<file path="config.mk">
export PLATFORM = sky130hd
export DESIGN_NAME = debounced_pulse_counter_core
export DESIGN_NICKNAME = d
export VERILOG_FILES = /design/src/rtl/dpc_pkg.sv /design/src/rtl/dpc_state_mem.sv /design/src/rtl/debounced_pulse_counter_core.sv
export SDC_FILE = /design/constraint.sdc
export NUM_CORES = 1
export LEC_CHECK = 0
export BUFFER_PORTS_ARGS = -buffer_cell sky130_fd_sc_hd__buf_2
export CORE_MARGIN = 2
export CORE_UTILIZATION = 61
export DETAILED_ROUTE_END_ITERATION = 10
export HOLD_SLACK_MARGIN = 0.08
export PLACE_DENSITY = 0.88
export RECOVER_POWER = 100
export SYNTH_ARGS = -nofsm -noshare
export SYNTH_HDL_FRONTEND = slang
export SYNTH_SLANG_ARGS = --single-unit
</file>
<file path="constraint.sdc">
create_clock -name aclk -period 19.4 [get_ports aclk]
set_input_delay 5.82 -clock aclk [delete_from_list [all_inputs] [get_ports aclk]]
set_output_delay 5.82 -clock aclk [all_outputs]
set_load 0.03 [all_outputs]
</file>
<file path="src/rtl/dpc_pkg.sv">
`timescale 1ns / 1ps

package dpc_pkg;

    // Field widths fixed by the stream format
    localparam int CH_W     = 1;
    localparam int TS_W     = 32;
    localparam int CNT_W    = 32;
    localparam int SUM_W    = 32;
    localparam int LOCK_W   = 20;

    localparam int S_TDATA_W = 40;   // pin_level + timestamp_us, padded to bytes
    localparam int S_TUSER_W = 2;    // command + channel
    localparam int M_TDATA_W = 64;   // pulse_count + low_time_sum_us
    localparam int M_TUSER_W = 1;    // read_channel

    localparam int                CHANNELS_DEFAULT = 2;
    localparam logic [LOCK_W-1:0] LOCKOUT_RESET    = LOCK_W'(5000);

    // Item kind carried in tuser
    typedef enum logic {
        CMD_EVENT = 1'b0,
        CMD_READ  = 1'b1
    } cmd_t;

    // Per-channel state word held in the state memory
    typedef struct packed {
        logic             in_pulse;
        logic [TS_W-1:0]  last_time;
        logic [CNT_W-1:0] count;
        logic [SUM_W-1:0] sum;
    } chan_entry_t;

    localparam int ENTRY_W = $bits(chan_entry_t);

    // Saturating 32-bit add
    function automatic logic [CNT_W-1:0] sat_add(input logic [CNT_W-1:0] a,
                                                 input logic [CNT_W-1:0] b);
        logic [CNT_W:0] s;
        s = {1'b0, a} + {1'b0, b};
        return s[CNT_W] ? {CNT_W{1'b1}} : s[CNT_W-1:0];
    endfunction

endpackage

</file>
<file path="src/rtl/dpc_state_mem.sv">
`timescale 1ns / 1ps

module dpc_state_mem #(
    parameter int CHANNELS = dpc_pkg::CHANNELS_DEFAULT
) (
    input  logic                                               aclk,
    input  logic                                               aresetn,
    input  logic                                               rd_en,
    input  logic [((CHANNELS > 1) ? $clog2(CHANNELS) : 1)-1:0] rd_addr,
    input  logic                                               wr_en,
    input  logic [((CHANNELS > 1) ? $clog2(CHANNELS) : 1)-1:0] wr_addr,
    input  dpc_pkg::chan_entry_t                               wr_data,
    output dpc_pkg::chan_entry_t                               rd_entry
);
    import dpc_pkg::*;

    chan_entry_t                 mem [CHANNELS];
    logic        [CHANNELS-1:0]  valid_reg;
    chan_entry_t                 rd_data_reg;
    logic                        rd_valid_reg;
    logic                        byp_hit_reg;
    chan_entry_t                 byp_data_reg;

    // Write port
    always_ff @(posedge aclk) begin
        if (wr_en) begin
            mem[wr_addr] <= wr_data;
        end
    end

    // Mark entries written since reset; unwritten entries read as zero
    always_ff @(posedge aclk) begin
        if (!aresetn) begin
            valid_reg <= '0;
        end else if (wr_en) begin
            valid_reg[wr_addr] <= 1'b1;
        end
    end

    // Registered read, with a bypass for a write landing on the same edge
    always_ff @(posedge aclk) begin
        if (rd_en) begin
            rd_data_reg  <= mem[rd_addr];
            rd_valid_reg <= valid_reg[rd_addr];
            byp_hit_reg  <= wr_en && (wr_addr == rd_addr);
            byp_data_reg <= wr_data;
        end
    end

    always_comb begin
        if (byp_hit_reg) begin
            rd_entry = byp_data_reg;
        end else if (rd_valid_reg) begin
            rd_entry = rd_data_reg;
        end else begin
            rd_entry = '0;
        end
    end

endmodule

</file>
<file path="src/rtl/debounced_pulse_counter_core.sv">
`timescale 1ns / 1ps

// Debounced pulse counter: qualifies active-low sensor pulses per channel and
// accumulates pulse count and low time. Each input transfer is either a pin
// level event (tuser command = event) or a read-and-clear of one channel's
// totals (command = read); only reads produce an output transfer. Items are
// accepted one per clock unless stalled: the channel state word is read from
// the state memory at acceptance, updated in stage 1 and written back, with a
// bypass so that back-to-back items on the same channel see the fresh state.
// A read result is registered in stage 1 and then in the output register. The
// input side stalls only while a read result waits in the output register and
// stage 1 also holds a read. After reset all channels start at zero, outside
// a pulse, with a lockout of 5000 us; events whose timestamp lies within the
// lockout of the last accepted transition (initially time zero) are dropped.
module debounced_pulse_counter_core #(
    parameter int CHANNELS = dpc_pkg::CHANNELS_DEFAULT
) (
    input  logic                          aclk,
    input  logic                          aresetn,
    // configuration
    input  logic                          cfg_wr_en,
    input  logic [dpc_pkg::LOCK_W-1:0]    cfg_wr_data,   // debounce_lockout_us
    // input stream
    input  logic                          s_tvalid,
    output logic                          s_tready,
    input  logic [dpc_pkg::S_TDATA_W-1:0] s_tdata,       // [0] pin_level, [32:1] timestamp_us
    input  logic [dpc_pkg::S_TUSER_W-1:0] s_tuser,       // [0] command, [1] channel
    // result stream
    output logic                          m_tvalid,
    input  logic                          m_tready,
    output logic [dpc_pkg::M_TDATA_W-1:0] m_tdata,       // [31:0] pulse_count, [63:32] low_time_sum_us
    output logic [dpc_pkg::M_TUSER_W-1:0] m_tuser        // [0] read_channel
);
    import dpc_pkg::*;

    localparam int ADDR_W = (CHANNELS > 1) ? $clog2(CHANNELS) : 1;

    logic [LOCK_W-1:0] lockout_reg;

    logic              s_accept;
    logic              s1_valid_reg;
    cmd_t              s1_cmd_reg;
    logic [CH_W-1:0]   s1_ch_reg;
    logic              s1_level_reg;
    logic [TS_W-1:0]   s1_ts_reg;
    logic              s1_adv;

    logic [ADDR_W-1:0] rd_addr;
    logic [ADDR_W-1:0] s1_addr;
    chan_entry_t       cur;
    chan_entry_t       upd;
    logic              wr_en;

    logic              in_range;
    logic [TS_W-1:0]   phase;
    logic              pass;

    logic              out_valid_reg;
    logic              out_valid_next;
    logic [CH_W-1:0]   out_ch_reg;
    logic [CNT_W-1:0]  out_count_reg;
    logic [SUM_W-1:0]  out_sum_reg;

    // Lockout register
    always_ff @(posedge aclk) begin
        if (!aresetn) begin
            lockout_reg <= LOCKOUT_RESET;
        end else if (cfg_wr_en) begin
            lockout_reg <= cfg_wr_data;
        end
    end

    // Handshake: advance stage 1 unless a read must wait for the output register
    assign s1_adv   = s1_valid_reg && ((s1_cmd_reg != CMD_READ) || !out_valid_reg || m_tready);
    assign s_tready = !s1_valid_reg || s1_adv;
    assign s_accept = s_tvalid && s_tready;

    assign rd_addr = ADDR_W'(s_tuser[1]);
    assign s1_addr = ADDR_W'(s1_ch_reg);

    // Stage 1 control
    always_ff @(posedge aclk) begin
        if (!aresetn) begin
            s1_valid_reg <= 1'b0;
        end else if (s_accept) begin
            s1_valid_reg <= 1'b1;
        end else if (s1_adv) begin
            s1_valid_reg <= 1'b0;
        end
    end

    // Stage 1 payload
    always_ff @(posedge aclk) begin
        if (s_accept) begin
            s1_cmd_reg   <= cmd_t'(s_tuser[0]);
            s1_ch_reg    <= s_tuser[1];
            s1_level_reg <= s_tdata[0];
            s1_ts_reg    <= s_tdata[TS_W:1];
        end
    end

    dpc_state_mem #(
        .CHANNELS (CHANNELS)
    ) u_state_mem (
        .aclk     (aclk),
        .aresetn  (aresetn),
        .rd_en    (s_accept),
        .rd_addr  (rd_addr),
        .wr_en    (wr_en),
        .wr_addr  (s1_addr),
        .wr_data  (upd),
        .rd_entry (cur)
    );

    // Qualify the event and build the updated state word
    assign in_range = ({{(32-CH_W){1'b0}}, s1_ch_reg} < 32'(CHANNELS));
    assign phase    = s1_ts_reg - cur.last_time;
    assign pass     = (s1_cmd_reg == CMD_EVENT) && in_range
                   && (phase >= {{(TS_W-LOCK_W){1'b0}}, lockout_reg})
                   && (s1_level_reg == cur.in_pulse);

    always_comb begin
        upd   = cur;
        wr_en = 1'b0;
        if (s1_adv && in_range) begin
            if (s1_cmd_reg == CMD_READ) begin
                upd.count = '0;
                upd.sum   = '0;
                wr_en     = 1'b1;
            end else if (pass) begin
                upd.last_time = s1_ts_reg;
                upd.in_pulse  = ~cur.in_pulse;
                if (s1_level_reg) begin
                    upd.count = sat_add(cur.count, CNT_W'(1));
                    upd.sum   = sat_add(cur.sum, phase);
                end
                wr_en = 1'b1;
            end
        end
    end

    // Output register
    always_comb begin
        out_valid_next = out_valid_reg && !m_tready;
        if (s1_adv && (s1_cmd_reg == CMD_READ)) begin
            out_valid_next = 1'b1;
        end
    end

    always_ff @(posedge aclk) begin
        if (!aresetn) begin
            out_valid_reg <= 1'b0;
        end else begin
            out_valid_reg <= out_valid_next;
        end
    end

    always_ff @(posedge aclk) begin
        if (s1_adv && (s1_cmd_reg == CMD_READ)) begin
            out_ch_reg    <= s1_ch_reg;
            out_count_reg <= in_range ? cur.count : '0;
            out_sum_reg   <= in_range ? cur.sum : '0;
        end
    end

    assign m_tvalid = out_valid_reg;
    assign m_tdata  = {out_sum_reg, out_count_reg};
    assign m_tuser  = out_ch_reg;

    logic [S_TDATA_W-TS_W-2:0] unused_pad;
    assign unused_pad = s_tdata[S_TDATA_W-1:TS_W+1];

endmodule
</file>
==> results.sh <==
export IMPL_outcome="complete, but fails checks"
export IMPL_violations="max-capacitance violations, max-slew violations"
export IMPL_finalSetupViolations=0
export IMPL_p_leak_nw=9.72
export IMPL_layout_common_cells="edfxtp_1 (490), nand2_1 (137), a21oi_1 (114)"
export IMPL_start_util_pct=62.1
export IMPL_clk_path_buf_depth=3
export IMPL_n_fill_cell=2578
export IMPL_drt_total_wl_microns=55100
export IMPL_yosysUniqueCellTypes=82
export IMPL_firstDrtPassIters=6
export IMPL_worstSetupPathType="reg -> reg"
export IMPL_finalInstanceArea_sq_um=26800
export IMPL_synth_main_ff_cell="edfxtp_1"
export IMPL_arrival_ns=14.81
export IMPL_cts_sinks=514
export IMPL_avgViaCountPerCell=6.43
export IMPL_fin_skew_ns=0.0148
export IMPL_layout_commonest_cell="edfxtp_1"
export IMPL_vdd_drop_max_v=0.000106
export IMPL_insertion_delay_ns=0.59
export IMPL_hold_buffers=0
export IMPL_clockRootBuffer="clkbuf_16"
export IMPL_syn_to_final_growth_pct=11.2
export IMPL_cellPowerDensity_nw_per_um2=106
export IMPL_fin_crit_sh_pct=76.0
export IMPL_postSynthCellCount=1855
export IMPL_final_nets=2110
export IMPL_worst_slew_pin_slew_ns=4.84
export IMPL_rows=72
export IMPL_largest_register_ffs=194
export IMPL_hp_class="reg -> reg"
export IMPL_antenna_cells=0
export IMPL_syn_avg_cell_area_sq_um=13.0
export IMPL_synth_seq_cells=514
export IMPL_cp_start_kind="register"
export IMPL_io_pin_count=134
export IMPL_cts_tree="yes"
export IMPL_core_area_sq_um=38800
export IMPL_crit_top_cell="clkbuf_1"
export IMPL_dpl_hpwl_microns=35100
export IMPL_hold_violations=0
export IMPL_max_clock_freq_mhz=67.9
export IMPL_cp_max_fo=71
export IMPL_grt_usage_pct=26.8
export IMPL_clk_pin_slew_ns=0.06
export IMPL_vias=16200
export IMPL_end_kind="register"
export IMPL_drv_cap=17
export IMPL_dieArea_sq_um=41100
export IMPL_fin_crit_ns=14.74
export IMPL_avgRoutedWirePerCell_microns=21.8
export IMPL_async_flop_share_pct=0
export IMPL_cp_slowest_cell="clkbuf_1"
export IMPL_dieHeight_microns=203
export IMPL_slew_limit_headroom_pct=-223
export IMPL_yosysTopAreaCellShare_pct=61.0
export IMPL_yosysSeqAreaShare_pct=63.0
export IMPL_htree_levels=2
export IMPL_drc=0
export IMPL_crit_buf_inv=4
export IMPL_gr_total_overflow=0
export IMPL_synth_largest_area_cell="edfxtp_1"
export IMPL_syn_nets=2000
export IMPL_fin_tns_setup_ns=0
export IMPL_syn_area_sq_um=24100
export IMPL_antenna_found_initial=0
export IMPL_post_cts_setup_buffers=0
export IMPL_ys_warn_count=0
export IMPL_postRouteAntennaNets=0
export IMPL_required_ns=19.47
export IMPL_slew_violations=1000
export IMPL_synth_area_leaders="edfxtp_1 (61%), mux2_2 (4.6%), ha_1 (4.0%), a21oi_1 (2.4%), nand2_1 (2.1%)"
export IMPL_worst_path_largest_cell_delay_ns=3.50
export IMPL_final_layout_size_suffix_gt1_share_pct=12.2
export IMPL_die_w_microns=203
export IMPL_grt_max_degree=90
export IMPL_rsz0062_at_grt="no"
export IMPL_portBuffers=126
export IMPL_crit_family="buffers and inverters"
export IMPL_grt_pass1_wl_microns=86300
export IMPL_synth_edf_count=490
export IMPL_cts_buffers=51
export IMPL_globalplace_congestion=0.921
export IMPL_drtIter0Drc=1937
export IMPL_grt_pass1_vias=16200
export IMPL_path_cells="clkbuf_1, nor2b_4, clkbuf_1, clkbuf_1, a22oi_1, ha_1, a21o_1, a21oi_1, nand4_1, o31a_1, o21ai_1, a2111o_1, or4b_1, o21ai_0, a21boi_0, clkbuf_1"
export IMPL_dpl_cell_area_sq_um=25200
export IMPL_cts_resized=0
## layout make-up
cell class	count	area (sq um)	share of cell area (%)
Tap cell	518	648	2.42
Sequential cell	514	15200	56.6
Inverter	57	215	0.802
Multi-Input combinational cell	1196	8350	31.1
Clock inverter	35	464	1.73
Clock buffer	61	1340	4.98
Timing Repair Buffer	145	623	2.32
## per-stage QoR
stage / utilization (%) / power, mW / hold slack (ns) / setup slack, ns / std cells
2_1_floorplan: - / 1.69 / 0.435 / 1.09 / 1855
3_3_place_gp: 65.0 / 1.78 / 0.441 / 7.02 / 2430
3_5_place_dp: 65.0 / 1.80 / 0.451 / 6.96 / 2430
4_1_cts: 69.6 / 2.85 / 0.465 / 6.96 / 2526
5_1_grt: 69.1 / 2.96 / 0.479 / 3.74 / 2526
6_report: 69.1 / 2.85 / 0.474 / 4.66 / 2526
## cells in the mapped netlist, drive strengths merged (25+ instances only)
master  instances
a22oi          30
o22ai          32
nand3          40
a22o           52
o21ai          71
edfxtp        490
a21o           40
a31oi          28
clkbuf         62
nand2         137
nor2b          31
buf            26
inv            57
ha             77
and2           25
mux2           98
nor2          110
a21oi         115
xnor2          32
nor3           27
## layer usage
| layer | wire length, microns | track usage (%) |
|---|---|---|
| met1 | 22300 | 36.3 |
| met2 | 26100 | 42.7 |
| met3 | 4850 | 4.88 |
| met4 | 1870 | 11.8 |
| met5 | 0 | 0 |
## final timing paths
path	startpoint	to	slack [ns]	cells after the start
worst max-delay path	u_state_mem.byp_hit_reg$_DFFE_PP_	u_state_mem.mem[1][68]$_DFFE_PP_	4.66	16
worst min-delay path	u_state_mem.valid_reg[1]$_SDFFE_PN0P_	u_state_mem.valid_reg[1]$_SDFFE_PN0P_	0.47	1
worst max register to register	u_state_mem.byp_hit_reg$_DFFE_PP_	u_state_mem.mem[1][68]$_DFFE_PP_	4.66	16
worst min register to register	u_state_mem.valid_reg[1]$_SDFFE_PN0P_	u_state_mem.valid_reg[1]$_SDFFE_PN0P_	0.47	1
## power breakdown
group	internal (mW)	switching [mW]
registers	1.29	0.0214
clock network	0.638	0.412
logic	0.180	0.308
total	2.11	0.741
## cell families (layout without fill, tap and decap cells)
| kind of cell | count (synthesis) | after routing | share of synthesized area, % |
|---|---|---|---|
| flip-flops | 514 | 514 | 63.0 |
| AO/OA/AOI/OAI | 488 | 488 | 13.8 |
| buffers and inverters | 145 | 298 | 2.42 |
| multiplexers | 116 | 116 | 5.32 |
| adder cells (fa/ha/maj) | 83 | 83 | 4.29 |
| XOR/XNOR | 53 | 53 | 1.98 |
| AND/OR/NAND/NOR | 456 | 456 | 9.21 |
(Power assumes the default switching activity.)
